## config.mk

```make
export PLATFORM = sky130hd
export DESIGN_NAME = pbfma_ctrl
export DESIGN_NICKNAME = d
export VERILOG_FILES = /design/src/design/pbfma_pkg.sv /design/src/design/pbfma_ctrl.sv
export SDC_FILE = /design/constraint.sdc
export NUM_CORES = 1
export LEC_CHECK = 0
export BUFFER_PORTS_ARGS = -buffer_cell sky130_fd_sc_hd__buf_2
export CORE_MARGIN = 10
export CORE_UTILIZATION = 42
export CTS_CLUSTER_DIAMETER = 200
export CTS_CLUSTER_SIZE = 25
export DETAILED_ROUTE_END_ITERATION = 8
export PLACE_DENSITY = 0.84
export SYNTH_ARGS = -nofsm -noshare
export SYNTH_HDL_FRONTEND = slang
export SYNTH_SLANG_ARGS = --single-unit
export TNS_END_PERCENT = 10
```

## constraint.sdc

```tcl
create_clock -name clk -period 1.4 [get_ports clk]
set_input_delay 0.35 -clock clk [delete_from_list [all_inputs] [get_ports clk]]
set_output_delay 0.35 -clock clk [all_outputs]
set_load 0.005 [all_outputs]
```

## src/design/pbfma_pkg.sv

```systemverilog
// Package for the per-bin moving average: command and register codes,
// configuration constants and the controller/datapath structs. No dependencies.
`default_nettype none

package pbfma_pkg;

    // Request commands.
    localparam logic [1:0] CMD_PUSH   = 2'd0;
    localparam logic [1:0] CMD_REMOVE = 2'd1;
    localparam logic [1:0] CMD_CLEAR  = 2'd2;

    // Configuration port layout.
    localparam int CFG_IDX_W  = 2;
    localparam int CFG_DATA_W = 11;
    localparam int DEPTH_W    = 7;
    localparam int RANGE_W    = 11;

    localparam logic [CFG_IDX_W-1:0] REG_DEPTH = 2'd0;
    localparam logic [CFG_IDX_W-1:0] REG_START = 2'd1;
    localparam logic [CFG_IDX_W-1:0] REG_END   = 2'd2;

    localparam logic [DEPTH_W-1:0] DEPTH_RESET = 7'd64;
    localparam logic [RANGE_W-1:0] START_RESET = 11'd0;
    localparam logic [RANGE_W-1:0] END_RESET   = 11'd1024;

    // Commands from the controller to the datapath.
    typedef struct packed {
        logic take;      // latch the accepted request
        logic rd_bin;    // read memories for the current bin
        logic rd_rm;     // read sum and newest frame entry at the sweep bin
        logic wr_push;   // update the current bin with the sample
        logic wr_close;  // update the current bin with zero
        logic div_wr;    // store the finished average
        logic close_end; // frame bookkeeping after the last bin
        logic rm_wr;     // subtract the newest frame at the sweep bin
        logic rm_end;    // drop the newest frame from the count
        logic clr_wr;    // zero one bin and the counters
        logic put;       // move the result into the output register
    } pbfma_ctl_t;

    // Status from the datapath to the controller.
    typedef struct packed {
        logic [1:0] cmd;
        logic       last;
        logic       bc_zero;
        logic       bc_in_range;
        logic       cnt_nz;
        logic       swp_final;
        logic       div_pend;
        logic       div_busy;
        logic       out_free;
    } pbfma_sts_t;

endpackage

`default_nettype wire

```

## src/design/pbfma_ctrl.sv

```systemverilog
// Controller of the per-bin moving average: sequences reads, writes, the
// divider and the clearing, closing and removal sweeps. Uses pbfma_pkg.
`default_nettype none

module pbfma_ctrl (
    input  logic                  clk,
    input  logic                  rst_n,
    input  logic                  in_valid,
    output logic                  in_ready,
    input  pbfma_pkg::pbfma_sts_t sts,
    output pbfma_pkg::pbfma_ctl_t ctl
);
    import pbfma_pkg::*;

    localparam logic [3:0] S_INIT = 4'd0;
    localparam logic [3:0] S_IDLE = 4'd1;
    localparam logic [3:0] S_DISP = 4'd2;
    localparam logic [3:0] S_PRD  = 4'd3;
    localparam logic [3:0] S_PWR  = 4'd4;
    localparam logic [3:0] S_DIVW = 4'd5;
    localparam logic [3:0] S_CLS  = 4'd6;
    localparam logic [3:0] S_CRD  = 4'd7;
    localparam logic [3:0] S_CWR  = 4'd8;
    localparam logic [3:0] S_CEND = 4'd9;
    localparam logic [3:0] S_RMC  = 4'd10;
    localparam logic [3:0] S_RRD  = 4'd11;
    localparam logic [3:0] S_RWR  = 4'd12;
    localparam logic [3:0] S_CLR  = 4'd13;
    localparam logic [3:0] S_PUT  = 4'd14;

    logic [3:0] state_reg, state_next;

    // Next state and commands.
    always_comb
    begin
        state_next = state_reg;
        ctl        = '0;
        in_ready   = 1'b0;
        unique case (state_reg)
            S_INIT:
            begin
                ctl.clr_wr = 1'b1;
                if (sts.swp_final)
                begin
                    state_next = S_IDLE;
                end
            end
            S_IDLE:
            begin
                in_ready = 1'b1;
                if (in_valid)
                begin
                    ctl.take   = 1'b1;
                    state_next = S_DISP;
                end
            end
            S_DISP:
            begin
                unique case (sts.cmd)
                    CMD_PUSH:
                    begin
                        if (sts.bc_in_range)
                        begin
                            state_next = S_PRD;
                        end
                        else
                        begin
                            state_next = sts.last ? S_CLS : S_PUT;
                        end
                    end
                    CMD_REMOVE: state_next = sts.bc_zero ? S_RMC : S_CLS;
                    CMD_CLEAR:  state_next = S_CLR;
                    default:    state_next = S_PUT;
                endcase
            end
            S_PRD:
            begin
                ctl.rd_bin = 1'b1;
                state_next = S_PWR;
            end
            S_PWR:
            begin
                ctl.wr_push = 1'b1;
                state_next  = S_DIVW;
            end
            S_DIVW:
            begin
                if (!sts.div_pend || !sts.div_busy)
                begin
                    ctl.div_wr = sts.div_pend;
                    state_next = sts.last ? S_CLS : S_PUT;
                end
            end
            S_CLS:
            begin
                state_next = sts.bc_in_range ? S_CRD : S_CEND;
            end
            S_CRD:
            begin
                ctl.rd_bin = 1'b1;
                state_next = S_CWR;
            end
            S_CWR:
            begin
                ctl.wr_close = 1'b1;
                state_next   = S_CLS;
            end
            S_CEND:
            begin
                ctl.close_end = 1'b1;
                state_next    = (sts.cmd == CMD_REMOVE) ? S_RMC : S_PUT;
            end
            S_RMC:
            begin
                state_next = sts.cnt_nz ? S_RRD : S_PUT;
            end
            S_RRD:
            begin
                ctl.rd_rm  = 1'b1;
                state_next = S_RWR;
            end
            S_RWR:
            begin
                ctl.rm_wr = 1'b1;
                if (sts.swp_final)
                begin
                    ctl.rm_end = 1'b1;
                    state_next = S_PUT;
                end
                else
                begin
                    state_next = S_RRD;
                end
            end
            S_CLR:
            begin
                ctl.clr_wr = 1'b1;
                if (sts.swp_final)
                begin
                    state_next = S_PUT;
                end
            end
            S_PUT:
            begin
                if (sts.out_free)
                begin
                    ctl.put    = 1'b1;
                    state_next = S_IDLE;
                end
            end
            default:
            begin
                state_next = S_INIT;
            end
        endcase
    end

    // State register; reset starts the clearing pass.
    always_ff @(posedge clk or negedge rst_n)
    begin
        if (!rst_n)
        begin
            state_reg <= S_INIT;
        end
        else
        begin
            state_reg <= state_next;
        end
    end

endmodule

`default_nettype wire

```

==> impl_results.md, run 1 <==
* Crit. Startpoint: state_reg[3]
* Reg2Reg Setup Slack at -180 ps
* Ratio of cells with drive above 1 in the final layout at 51.2%
* Inserted Clock Buffers at 3
* Final net count at ~140
* Switching Fraction at 45.0%
* Slew Limit Fails at 0
* Syn Std Cell Area at 627 sq um
* Io pins at 25
* Layout fillers at 102
* Hold Path Class: in2async
* Failing checks: setup timing
* CTS sink count at 4
* Pre-antenna DRT Iters at 4
* Diodes inserted at 0
* Post-synth top area cell: dfrtp_1
* Post-synthesis sequential area ratio at 16.0%
* Largest net degree at the start of global routing at 11
* Clock Latency Late Sink at 250 ps
* Vias in the first global route at approximately 910
* H-tree depth at 1
* Post-synth net total at between 100 and 150
* Internal power at 0.00133 W
* Rows at 13
* Total Power at about 0.0024 W
* Crit path max fanout at 7
* Antenna violations before repair at 0
* First-pass GRT wire length at 3.97 mm
* ANT nets after route at 0
* Initial core utilization at 46.4%
* Pre-CTS setup slack at -92.3 ps
* Peak Freq at about 620 MHz
* Die height at around 59 microns
* Fin crit share at 114%
* Final GP Congestion at around 1.1
* Initial drt markers at 43
* Top-area cell type share of the netlist area at between 10% and 20%
* Worst setup SP type: flop
* Number of vias per cell at around 6.2
* Post-Route WL at between 2 and 3 mm
* Endpoints failing setup at 16
* Final setup margin at -203 ps
* Yosys cell types at between 40 and 50
* Commonest cells after routing, fill and taps aside: buf_2 (24), buf_4 (14), nor2_1 (12)
* CTS Buffer Depth at 2
* Post-synth ARST share at 100%
* Area Overhead vs Synth at 61.9%
* Worst r2r path cells at 6
* Crit path to: ctl[0]
* Pleak at about 0.50 nW
* Post-synth top flop: dfrtp_1
* CTS Root Cell: clkbuf_4
* EDFF count, synth at 0
* MaxCap Viol Count at 0
* Number of port buffers at 24
* Wire per inst at ~18 microns
* Syn Area/Cell at between 7 and 8 sq um
* Max IR drop VDD at around 0.0012 V
* Routed vias at 892
* Design area at slightly above 0.001 sq mm
* Critical path arrival at approximately 1300 ps
* Reg-to-Reg Start: state_reg[0]
* GR Util All Layers at 14.2%
* P per Cell Area at between 2000 and 2500 mW/mm^2
* Syn. warnings at 0
* Crit path kind: reg2out
* Clock power frac at under 10%
* Core ar. at around 0.0014 sq mm
* Placed instance area at 843 sq um
* Worst Clk Skew at between 8 and 9 ps
* CTS tree: done
* Worst-path clk slew at roughly 40 ps
* DR DRC count at 0
* Min cycle time layout at approximately 1600 ps
* Rel. slew slack at 75.2%
* Mapped Cells at 88
* Slew of the pin with the lowest slew margin at between 300 and 400 ps
* Chip width at between 50 and 60 microns
* Die area at roughly 0.0034 sq mm
* Commonest non-fill, non-tap cell in the layout: buf_2
* Area contributors post-synth: dfrtp_1 (16%), nor2_1 (7.8%), buf_6 (7.2%)
* Critical path required time at about 1100 ps
* Largest register FFs at 4
* Endpoints failing hold at 0
* Fraction of power consumed by combinational cells at 79.7%
* CP endpoint kind: output pin
* Final setup TNS at -2480 ps
* Outcome: complete, but fails checks
* Seq pwr share at roughly 14%
* Register bit count reported by yosys at 4
* NetSw at ~0.0011 W
* RSZ-0062 raised after global routing: true
* HPWL Detailed at 1.71 mm
* Critical R2R Capture: state_reg[2]
* Total grt overflow at 0
-- power groups by stage --
stage / clock [W] / sequential (W) / combinational, W
CTS: 0.000154 / 0.000324 / 0.00180
global route: 0.000164 / 0.000345 / 0.00208
global placement: 0 / 0.000287 / 0.00143
floorplan: 0 / 0.000208 / 0.00103
detailed placement: 0 / 0.000296 / 0.00147
finish: 0.000155 / 0.000336 / 0.00192
-- worst max-delay path: stages, from the launching register on --
cell,delay [ps]
dfrtp_1,410
buf_12,160
and2_4,170
and4_1,150
buf_2,120
-- how the worst min path moves through the flow --
stage / startpoint / to / depth (start not counted)
detailed placement: rst_n / state_reg[0] / 1
global route: rst_n / state_reg[0] / 2
global placement: rst_n / state_reg[3] / 1
finish: rst_n / state_reg[0] / 2
floorplan: rst_n / state_reg[0] / 0
CTS: rst_n / state_reg[0] / 2
-- cell usage after synthesis, types with 2 or more instances --
| cell type | count |
|---|---|
| nor2_1 | 13 |
| nand2_1 | 5 |
| a31oi_1 | 4 |
| buf_6 | 4 |
| dfrtp_1 | 4 |
| nand2b_1 | 4 |
| nand3_1 | 4 |
| nor2b_1 | 4 |
| a21oi_1 | 3 |
| inv_1 | 3 |
| nor3_1 | 3 |
| a31o_2 | 2 |
| and2_1 | 2 |
| and3_1 | 2 |
| clkbuf_1 | 2 |
| mux2i_1 | 2 |
| nor3b_1 | 2 |
| o21ai_0 | 2 |
-- kinds of logic (layout without fill, tap and decap cells) --
logic type / after synthesis / after routing / synth area share [%]
buffers and inverters: 11 / 52 / 12.2
and+or+nand+nor: 50 / 50 / 44.3
muxes: 2 / 2 / 3.19
DFF: 4 / 4 / 16.0
AOI/OAI and AO/OA: 21 / 21 / 24.4
-- what timing repair did --
item                                   4_1_cts  5_1_grt
pin swaps                                    7        3
buffers inserted                             3        0
hold buffers                                 1        0
setup endpoints to repair                   16       16
resized for setup                           18        6
endpoints found under the hold margin        4        0
cloned                                       1        0
-- routing by layer --
layer	global-route usage [%]	vias up	part of all wire, %
li1	-	408	-
met1	15.4	423	37
met2	25.3	55	51
met3	3.00	6	10
met4	6.89	0	2.1
met5	0	-	0
-- cell type report --
class / instances / area, sq um / share of cell area, %
sequential: 4 / 104 / 10.2
timing repair buffer: 46 / 348 / 34.3
inverter: 3 / 11.3 / 1.11
tap: 15 / 18.8 / 1.85
clock buffer: 3 / 22.5 / 2.22
multi-input combinational: 73 / 510 / 50.3
-- stage by stage --
step | util, % | std cells | hold WS (ps)
after floorplan | - | 88 | 54.4
final | 75.2 | 144 | 449
after detailed placement | 62.5 | 136 | 154
after global placement | 62.5 | 136 | 155
after CTS | 73.6 | 144 | 450
after global routing | 75.2 | 144 | 468
(Power assumes the default switching activity.)
==> run 2, diff against run 1 <==
- CTS_BUF_LIST: not set -> sky130_fd_sc_hd__clkbuf_16
- MAX_ROUTING_LAYER: not set -> met4
==> run 2 against run 1 <==
  * The flow still finishes with violations (setup timing)
  * Non-clock buffer count is 1 higher
  * Clock power grew to 2.9 times the previous value
  * Maximum frequency is 2.7% lower
  * Final cell count is 0.69% higher
  * Clock skew is 5.3 ps lower
  * Sequential share of layout area is 0.62 points lower
  * Power is 15% higher
  * Global-route usage is 1.6 points lower
  * Via count is 0.22% lower
  * Register-to-register slack better by 20 ps
  * Critical path type unchanged
  * Largest cell class unchanged
  * Largest power group unchanged
  * Highest routed layer unchanged
==> impl_results.md, run 2 (synthesis results as in run 1) <==
* Endpoints failing hold at 0 (unchanged)
* First-pass GRT wire length at 3.53 mm (-11%)
* DR DRC count at 0 (unchanged)
* RSZ-0062 raised after global routing: true
* NetSw at 0.00115 W (+5.5%)
* Inst Count DP at 136 (unchanged)
* Critical path arrival at 1300 ps (+50 ps)
* HPWL Detailed at 1.63 mm (-4.3%)
* Switching Fraction at 41.2% (-3.8 points)
* Max IR drop VDD at 0.00136 V (+9.8%)
* Io pins at 25 (unchanged)
* Crit path max fanout at 7 (unchanged)
* CTS Buffer Depth at 2 (unchanged)
* Die area at 0.00344 sq mm (unchanged)
* Largest register FFs at 4 (unchanged)
* CTS Root Cell: clkbuf_16
* Core ar. at 0.00135 sq mm (unchanged)
* Outcome: complete, but fails checks
* Die height at 58.6 microns (unchanged)
* Failing checks: setup timing
* Ratio of cells with drive above 1 in the final layout at 56.2% (+5.0 points)
* Slew of the pin with the lowest slew margin at 406 ps (+39.9 ps)
* Rows at 13 (unchanged)
* Chip width at 58.6 microns (unchanged)
* Vias in the first global route at 801 (-11%)
* CP endpoint kind: output pin
* Worst Clk Skew at 3.44 ps (-5.32 ps)
* Multi-input gate area at 520 sq um (+2.0%)
* Layout fillers at 87 (-15%)
* Area Overhead vs Synth at 74.5%
* Inserted Clock Buffers at 3 (unchanged)
* Critical path required time at 1050 ps (about the same)
* Final net count at 145 (+0.69%)
* Pre-antenna DRT Iters at 4 (unchanged)
* Number of port buffers at 24 (unchanged)
* Rel. slew slack at 72.9% (-2.3 points)
* Commonest cells after routing, fill and taps aside: buf_2 (24), buf_4 (16), nor2_1 (11)
* Endpoints failing setup at 16 (unchanged)
* Wire per inst at 18.1 microns (+2.9%)
* ANT nets after route at 0 (unchanged)
* Initial drt markers at 41 (-4.7%)
* Initial core utilization at 46.4% (unchanged)
* Hold Path Class: in2async
* MaxCap Viol Count at 0 (unchanged)
* Final GP Congestion at 1.06 (-0.60%)
* Routed vias at 890 (-0.22%)
* Final setup margin at -247 ps (-44.8 ps)
* Seq pwr share at 12.8% (-1.1 points)
* Number of vias per cell at 6.14 (-0.91%)
* Largest net degree at the start of global routing at 11 (unchanged)
* Total grt overflow at 0 (unchanged)
* P per Cell Area at 2550 mW/mm^2 (+6.9%)
* Worst setup SP type: flop
* Clock power frac at 16.1% (+9.7 points)
* GR Util All Layers at 12.6% (-1.6 points)
* Slew Limit Fails at 0 (unchanged)
* Worst r2r path cells at 5 (-1)
* Commonest non-fill, non-tap cell in the layout: buf_2
* CTS tree: done
* Fraction of power consumed by combinational cells at 71.1% (-8.6 points)
* Crit path kind: reg2out
* Post-Route WL at 2.63 mm (+3.6%)
* Diodes inserted at 0 (unchanged)
* Clock Latency Late Sink at 220 ps (-30 ps)
* Fin crit share at 118% (+3.2 points)
* Min Hold Slack at 463 ps (+13.9 ps)
* Pleak at 0.534 nW (+6.4%)
* Internal power at 0.00164 W (+23%)
* H-tree depth at 1 (unchanged)
* Antenna violations before repair at 0 (unchanged)
* Register cell area after layout at 105 sq um (+1.2%)
* Peak Freq at 607 MHz (-2.7%)
* Non-filler cells, final at 145 (+0.69%)
* CTS sink count at 4 (unchanged)
* Min cycle time layout at 1650 ps (+44.8 ps)
* Worst-path clk slew at 30 ps (about the same)
[run 2: cell types whose count changed in the layout (fill, tap and decap cells not counted), sizes merged]
cell,previous run,this run
bufbuf,1,0
clkbuf,3,5
[run 2: power groups by stage]
stage	registers (W)	clock network [W]	logic (W)
2_1_floorplan	0.000208	0	0.00103
3_3_place_gp	0.000289	0	0.00149
3_5_place_dp	0.000298	0	0.00151
4_1_cts	0.000308	0.000449	0.00161
5_1_grt	0.000367	0.000461	0.00213
6_report	0.000356	0.000449	0.00198
[run 2: area by class of cell]
cell class	count	area share [%]
Inverter	3	1.03
Multi-Input combinational cell	73	47.6
Clock buffer	3	6.86
Tap cell	15	1.72
Timing Repair Buffer	47	33.2
Sequential cell	4	9.61
[run 2: repair_timing]
action,4_1_cts,5_1_grt
hold buffers,1,0
resized for setup,8,17
pin swaps,1,3
endpoints found under the setup margin,16,16
cloned,0,2
endpoints found under the hold margin,4,0
buffers inserted,2,1
[run 2: path summary, 6_finish.rpt]
kind,startpoint,to,slack (ps)
min in group clk,sts[0],state_reg[1],550
worst min register to register,state_reg[2],state_reg[2],900
worst max-delay path,state_reg[0],ctl[1],-250
max in group asynchronous,rst_n,state_reg[1],800
worst max register to register,state_reg[3],state_reg[1],-160
worst min-delay path,rst_n,state_reg[3],460
[run 2: critical path, cell delays in order (launching register included)]
cell,delay [ps]
dfrtp_2,460
buf_12,160
nor2_4,120
nand2_2,70
a21oi_2,140
buf_2,130
[run 2: routing by layer]
layer	part of all wire (%)	global-route usage [%]	wire length, microns
met5	0	-	0
met4	2.1	4.26	56
met3	9.4	3.00	247
met2	49	19.9	1280
met1	40	15.3	1040
[run 2: per-stage QoR]
step           setup TNS [ps]  area [sq um]  setup slack (ps)  utilization (%)  total power [W]
2_1_floorplan               0           629              11.2                -          0.00124
3_3_place_gp             -248           856             -69.3             63.4          0.00178
3_5_place_dp             -533           856              -154             63.4          0.00181
4_1_cts                 -2240           976              -202             72.3          0.00237
5_1_grt                 -3610          1090              -315             81.0          0.00295
6_report                -2650          1090              -247             81.0          0.00278
==> run 3, diff against run 2 <==
- PLACE_DENSITY: 0.84 -> not set
- PLACE_DENSITY_LB_ADDON: not set -> 0.15
==> run 3 against run 2 <==
  * The run still ends with setup timing left
  * First-iteration DRC count rose by 9.8%
  * Worst setup slack better by 48 ps
  * Flip-flop and latch count did not move
  * Core utilization grew 2.7 points
  * Power is 0.20% lower
  * Design area is 3.3% higher
  * Largest cell class unchanged
  * Highest routed layer unchanged
==> impl_results.md, run 3 (synthesis results as in run 1) <==
* Final GP Congestion at 0.926 (-13%)
* Layout fillers at 83 (-4.6%)
* Die area at 0.00344 sq mm (unchanged)
* Slew Limit Fails at 0 (unchanged)
* DR DRC count at 0 (unchanged)
* Outcome: complete, but fails checks
* Ratio of cells with drive above 1 in the final layout at 59.4% (+3.3 points)
* Vias in the first global route at 915 (+14%)
* Crit path max fanout at 6 (-1)
* Endpoints failing hold at 0 (unchanged)
* Util after Layout at 83.7% (+2.7 points)
* Io pins at 25 (unchanged)
* Failing checks: setup timing
* Reg2Reg Setup Slack at -140 ps (+20 ps)
* Total grt overflow at 0 (unchanged)
* Initial core utilization at 46.4% (unchanged)
* Seq pwr share at 11.7% (-1.1 points)
* NetSw at 0.00113 W (-1.8%)
* Fraction of power consumed by combinational cells at 72.3% (+1.2 points)
* MaxCap Viol Count at 0 (unchanged)
* Number of vias per cell at 5.89 (-4.1%)
* GR Util All Layers at 15.5% (+2.9 points)
* Fin crit share at 114% (-3.4 points)
* CTS tree: done
* Rows at 13 (unchanged)
* Area Overhead vs Synth at 80.2%
* Multi-input gate area at 524 sq um (+0.72%)
* Critical path's most frequent cell: buf_6
* Total Power at 0.00278 W (-0.20%)
* Crit path kind: reg2out
* Commonest non-fill, non-tap cell in the layout: buf_2
* Largest net degree at the start of global routing at 9 (-2)
* Largest delay share family, worst path: flip-flops
* Die height at 58.6 microns (unchanged)
* Final setup margin at -200 ps (+47.8 ps)
* Worst Clk Skew at 1.38 ps (-2.06 ps)
* CTS Buffer Depth at 2 (unchanged)
* Post-Route WL at 2.61 mm (-0.65%)
* Worst setup SP type: flop
* H-tree depth at 1 (unchanged)
* Switching Fraction at 40.5% (-0.65 points)
* Peak Freq at 625 MHz (+3.0%)
* CTS Root Cell: clkbuf_16
* Rel. slew slack at 75.0% (+2.1 points)
* RSZ-0062 raised after global routing: true
* Inserted Clock Buffers at 3 (unchanged)
* ANT nets after route at 0 (unchanged)
* Clock Latency Late Sink at 220 ps (about the same)
* Pre-antenna DRT Iters at 4 (unchanged)
* Antenna violations before repair at 0 (unchanged)
* CP Buf/Inv Count at 2 (unchanged)
* Internal power at 0.00165 W (+0.90%)
* CTS sink count at 4 (unchanged)
* Register cell area after layout at 105 sq um (unchanged)
* Critical path arrival at 1250 ps (-50 ps)
* Critical path required time at 1050 ps (about the same)
* Max IR drop VDD at 0.00131 V (-3.6%)
* Slew of the pin with the lowest slew margin at 374 ps (-31.8 ps)
* Final net count at 153 (+5.5%)
* Worst-path clk slew at 30 ps (about the same)
* P per Cell Area at 2460 mW/mm^2 (-3.4%)
* Worst-path cell chain: buf_6, nor2_4, and3_4, buf_6
* Largest register FFs at 4 (unchanged)
* Diodes inserted at 0 (unchanged)
* Min cycle time layout at 1600 ps (-47.8 ps)
* Core ar. at 0.00135 sq mm (unchanged)
* Initial drt markers at 45 (+9.8%)
* Final setup TNS at -1960 ps (+695 ps)
* Commonest cells after routing, fill and taps aside: buf_2 (23), buf_4 (21), nor2_1 (11)
* Critical Path Slowest Stage Cell: dfrtp_2
* Pre-CTS setup slack at -122 ps (+32.0 ps)
* Clock power frac at 16.0% (about the same)
* Pleak at 0.546 nW (+2.3%)
* First-pass GRT wire length at 4.24 mm (+20%)
* Number of port buffers at 24 (unchanged)
* Routed vias at 901 (+1.2%)
* CP endpoint kind: output pin
* Hold Path Class: in2async
* Chip width at 58.6 microns (unchanged)
* HPWL Detailed at 1.74 mm (+6.4%)
* CP max stage delay at 460 ps (about the same)
* Endpoints failing setup at 16 (unchanged)
* Wire per inst at 17.1 microns (-5.8%)
-- run 3: stage by stage --
| step | hold WS, ps | area (sq um) | cells |
|---|---|---|---|
| floorplan | 54.4 | 629 | 88 |
| global placement | 154 | 846 | 138 |
| detailed placement | 154 | 846 | 138 |
| CTS | 459 | 1100 | 153 |
| global route | 497 | 1130 | 153 |
| finish | 486 | 1130 | 153 |
-- run 3: repair_timing --
| action | in CTS | in global routing |
|---|---|---|
| endpoints found under the hold margin | 4 | 0 |
| setup buffers | 11 | 0 |
| hold buffers | 1 | 0 |
| resized for setup | 29 | 6 |
| setup endpoints to repair | 16 | 16 |
| pin swaps | 11 | 1 |
-- run 3: final cells by class --
class	instances	share of cell area, %
Clock buffer	3	6.64
Inverter	3	0.997
Multi-Input combinational cell	73	46.4
Sequential cell	4	9.30
Tap cell	15	1.66
Timing Repair Buffer	55	35.0
-- run 3: worst paths after layout --
| check | cells past startpoint | start | endpoint |
|---|---|---|---|
| max | 4 | state_reg[1] | ctl[2] |
| min | 2 | rst_n | state_reg[3] |
| max reg2reg | 5 | state_reg[0] | state_reg[0] |
| min reg2reg | 2 | state_reg[3] | state_reg[0] |
| max in group asynchronous | 2 | rst_n | state_reg[2] |
| min in group clk | 4 | sts[0] | state_reg[1] |
-- run 3: worst register-to-register path: cells and delay by family (launching register included) --
| kind | cells | cell delay (ps) |
|---|---|---|
| flops | 1 | 440 |
| buf+inv | 1 | 150 |
| compound gates | 2 | 370 |
| simple gates | 2 | 460 |
-- run 3: power by group through the flow --
stage,clock [W],combinational [W],sequential [W]
after floorplan,0,0.00103,0.000208
after global placement,0,0.00140,0.000318
after detailed placement,0,0.00140,0.000320
after CTS,0.000448,0.00190,0.000314
after global routing,0.000454,0.00218,0.000335
final,0.000444,0.00201,0.000326
-- run 3: layer usage --
metal / share of wire, % / track usage, %
met2: 50 / 25.9
met1: 41 / 17.6
met5: 0 / -
met4: 1.1 / 7.21
met3: 8.2 / 2.36
